==> src/design/salru_pkg.sv <==
// ---------------------------------------------------------------------------
// salru_pkg: shared types and constants for the LRU cache tag lookup
// Field widths, register indexes, reset values, the per-way entry layout
// and the command/status bundles between controller and datapath.
// ---------------------------------------------------------------------------
package salru_pkg;

  // Field widths
  localparam int ADDR_W    = 48;
  localparam int TAG_W     = 48;
  localparam int CNT_W     = 48;
  localparam int LAT_W     = 8;
  localparam int LS_W      = 4;
  localparam int WAY_OUT_W = 2;

  // Configuration port
  localparam int CFG_IDX_W  = 4;
  localparam int CFG_DATA_W = 8;

  // Register indexes
  localparam logic [CFG_IDX_W-1:0] REG_LINE_SIZE_LOG2 = 4'd0;
  localparam logic [CFG_IDX_W-1:0] REG_LRU_MODE       = 4'd1;
  localparam logic [CFG_IDX_W-1:0] REG_HIT_LATENCY    = 4'd2;
  localparam logic [CFG_IDX_W-1:0] REG_MISS_LATENCY   = 4'd3;

  // Register reset values
  localparam logic [LS_W-1:0]  RST_LINE_SIZE_LOG2 = 4'd6;
  localparam logic             RST_LRU_MODE       = 1'b1;
  localparam logic [LAT_W-1:0] RST_HIT_LATENCY    = 8'd1;
  localparam logic [LAT_W-1:0] RST_MISS_LATENCY   = 8'd10;

  // Default geometry
  localparam int DEF_SETS = 64;
  localparam int DEF_WAYS = 4;

  // One way of a set row
  typedef struct packed {
    logic             valid;
    logic [TAG_W-1:0] tag;
    logic [CNT_W-1:0] stamp;
  } entry_t;

  // Controller to datapath
  typedef struct packed {
    logic clear_row;   // write a zero row at the clear pointer
    logic lookup;      // take a request, start the set read
    logic look_done;   // commit with the way decided in the lookup cycle
    logic scan_start;  // start the stamp scan at way 0
    logic scan_step;   // compare one more way's stamp
    logic fill_done;   // commit with the scanned victim
  } dp_cmd_t;

  // Datapath to controller
  typedef struct packed {
    logic clear_last;  // clear pointer at last set
    logic look_final;  // way known without a scan
    logic scan_last;   // scan pointer at last way
    logic out_free;    // result register can take a new result
  } dp_status_t;

endpackage

==> src/design/salru_ctrl.sv <==
// ---------------------------------------------------------------------------
// salru_ctrl: controller of the LRU cache tag lookup
// Sequences the clearing pass, request intake, lookup, stamp scan and
// result handoff.
// ---------------------------------------------------------------------------
module salru_ctrl (
  input  logic                  clk,
  input  logic                  rst,
  input  logic                  req_valid,
  output logic                  req_stall,
  input  salru_pkg::dp_status_t status,
  output salru_pkg::dp_cmd_t    cmd
);
  import salru_pkg::*;

  typedef enum logic [4:0] {
    ST_CLEAR = 5'b00001,
    ST_IDLE  = 5'b00010,
    ST_LOOK  = 5'b00100,
    ST_SCAN  = 5'b01000,
    ST_FILL  = 5'b10000
  } state_t;

  state_t state;
  state_t state_next;

  // State register
  always_ff @(posedge clk) begin
    if (rst) begin
      state <= ST_CLEAR;
    end else begin
      state <= state_next;
    end
  end

  // Next state and commands
  always_comb begin
    state_next = state;
    cmd        = '0;
    unique case (state)
      ST_CLEAR: begin
        cmd.clear_row = 1'b1;
        if (status.clear_last) state_next = ST_IDLE;
      end
      ST_IDLE: begin
        if (req_valid) begin
          cmd.lookup = 1'b1;
          state_next = ST_LOOK;
        end
      end
      ST_LOOK: begin
        if (status.look_final) begin
          if (status.out_free) begin
            cmd.look_done = 1'b1;
            state_next    = ST_IDLE;
          end
        end else begin
          cmd.scan_start = 1'b1;
          state_next     = ST_SCAN;
        end
      end
      ST_SCAN: begin
        cmd.scan_step = 1'b1;
        if (status.scan_last) state_next = ST_FILL;
      end
      ST_FILL: begin
        if (status.out_free) begin
          cmd.fill_done = 1'b1;
          state_next    = ST_IDLE;
        end
      end
      default: state_next = ST_CLEAR;
    endcase
  end

  assign req_stall = (state != ST_IDLE);

endmodule

==> config.mk <==
export PLATFORM = sky130hd
export DESIGN_NAME = salru_ctrl
export DESIGN_NICKNAME = d
export VERILOG_FILES = /design/src/design/salru_pkg.sv /design/src/design/salru_ctrl.sv
export SDC_FILE = /design/constraint.sdc
export NUM_CORES = 1
export LEC_CHECK = 0
export ABC_CLOCK_PERIOD_IN_PS = 1400
export BUFFER_PORTS_ARGS = -buffer_cell sky130_fd_sc_hd__buf_2
export CORE_UTILIZATION = 25
export CTS_CLUSTER_SIZE = 25
export DETAILED_ROUTE_END_ITERATION = 16
export PLACE_DENSITY = 0.48
export SLEW_MARGIN = 20
export SYNTH_ARGS = -nofsm -noshare
export SYNTH_HDL_FRONTEND = slang
export SYNTH_SLANG_ARGS = --single-unit
==> constraint.sdc <==
create_clock -name clk -period 1.4 [get_ports clk]
set_input_delay 0.14 -clock clk [delete_from_list [all_inputs] [get_ports clk]]
set_output_delay 0.14 -clock clk [all_outputs]
set_load 0.02 [all_outputs]
==> out/results.txt <==
status: finished, violations left
failing checks: setup timing
IO Count: 14
Synth top area share: 0.237
Synth area leader: dfxtp_1
Tmin final: 1.51 ns
data required time of the worst path: 1.53 ns
GPL Wtd Cong: 0.775
Worst setup EP type: flip-flop
maximum vdd drop: 0.637 mV
GRT Overall Usage: 0.167
die width: 43.1 um
syn_nets: 55
Clock transition at path regs: 0.04 ns
instance count of the mapped netlist: 48
global route total overflow: 0
Clock H-tree levels: 1
Largest Register: state
initial antenna violation count: 0
Worst setup SP type: flip-flop
clk_skew: 0.000141 ns
Power Density: 1620 nW/um2
Cell Area, Synth: 422 um2
Iteration-0 DRC Markers: 8
DRC viols: 0
core area: 1540 um2
total CTS buffers: 3
first-pass GRT wire length: 2370 um
Post-synth ARST share: 0
DP HPWL: 909 um
antenna viol nets, final: 0
Post-Place Setup Slack: -0.135 ns
Port Buffer Count: 13
die height: 43.1 um
Max Root-Sink Buffers: 2
Seq/Total Area, Yosys: 0.237
share of layout cells above drive strength 1: 0.805
EDFF count, synth: 0
Pre-antenna DRT Iters: 4
Slew @ Worst Pin: 0.263 ns
Area growth syn-to-layout: 98.5%
vias per cell: 5.17
max_cap viols: 0
largest cells by area after synthesis: dfxtp_1, a31oi_4, nor4_4, o221a_4, nand3_1
top flop regs: state x5
Data arrival, critical path: 1.64 ns
setup TNS: -0.459 ns
Mapped Avg Cell Area: 8.78 um2
clock root buffer master: clkbuf_4
unrepaired setup endpoints after global routing: true
final core utilization: 0.543
reported leakage power: 0.334 nW
Initial Util: 0.274
total power: 1.36 mW
post-synth cell types: 30
CTS tree: done
setup ws final: -0.112 ns
Synth warnings: 0
CP Max Fanout: 7
n_diodes: 0
Setup violations, final: 8
Slew Limit Headroom: 0.824
Main synth FF type: dfxtp_1
Peak Freq: 661 MHz
WL per Instance: 14.5 um
number of global-route vias before repair: 529
Pins Over Slew Limit: 0
drt total wl: 1420 um
CTS sink count: 5
worst skew pair latency: 0.24 ns
Die ar.: 1860 um2
hold crit path type: input port to flip-flop
max FFs per register: 5
ratio of final minimum period to clock period: 1.08
Yosys reg bits: 5
Fin. Hold Viols: 0
Cell Rows: 14
DR vias: 507
crit path kind: flip-flop to flip-flop
Total Nets Final: 90
fillcell total: 140
largest net degree at the start of global routing: 9
cts hold-fix bufs: 0
## synthesized netlist by cell type, types with 2 or more instances
library cell / instances
inv_1: 2
nand2_2: 2
nand2_1: 3
nor3_1: 3
nor2_1: 4
buf_4: 2
o21ai_0: 3
dfxtp_1: 5
nand3_1: 3
## critical path, stage by stage, from the launching register on
cell,delay [ns]
dfxtp_4,0.37
or2_4,0.23
or4_4,0.49
o221a_4,0.15
nand3_2,0.08
o31ai_1,0.06
## path summary, 6_finish.rpt
path	startpoint	endpoint	slack, ns	cells after the start
max	state[1]	state[1]	-0.11	5
min	rst	state[3]	0.13	2
max reg2reg	state[1]	state[1]	-0.11	5
min reg2reg	state[0]	state[4]	0.62	2
## placed cells by master (no fill, tap or decap), drive strengths merged, types with 2 or more instances in the layout
cell and count:
buf 33, inv 2, dfxtp 5, nor2 4, o21ai 4, clkbuf 4, nor3 4, nor4 2
nand3 3, nand2 5
## layout make-up
class	instances	area (um2)	share of cell area
Tap cell	16	20.0	0.0239
Timing Repair Buffer	33	270	0.323
Multi-Input combinational cell	38	392	0.468
Sequential cell	5	119	0.142
Clock buffer	4	26.3	0.0314
Inverter	2	10.0	0.0120
## metrics by stage
stage	cells	hold slack, ns	cell area [um2]
after detailed placement	86	0.389	582
final	98	0.126	837
after global placement	86	0.391	582
after floorplan	48	0.212	437
after CTS	96	0.117	733
after global routing	98	0.111	837
## metal layers
metal / vias to the layer above / track usage / wire, um
li1: 248 / - / -
met1: 244 / 0.209 / 653
met2: 15 / 0.279 / 691
met3: 0 / 0.0638 / 74
met4: 0 / 0.0242 / 0
met5: - / 0 / 0
## repair_timing
action                     in CTS  in global routing
gates resized for setup        25                 21
pin swaps                       8                  9
setup endpoints to repair      12                 12
setup buffers                   6                  2
## power by group
part	total (mW)	switching, mW	internal, mW
clock	0.169	0.0613	0.108
combinational	0.919	0.395	0.524
sequential	0.268	0.0824	0.186
## cells by family after synthesis
logic type | synth area share
xor+xnor | 0.0208
compound gates | 0.267
flops | 0.237
simple gates | 0.395
buf+inv | 0.0801
(Power assumes the default switching activity.)
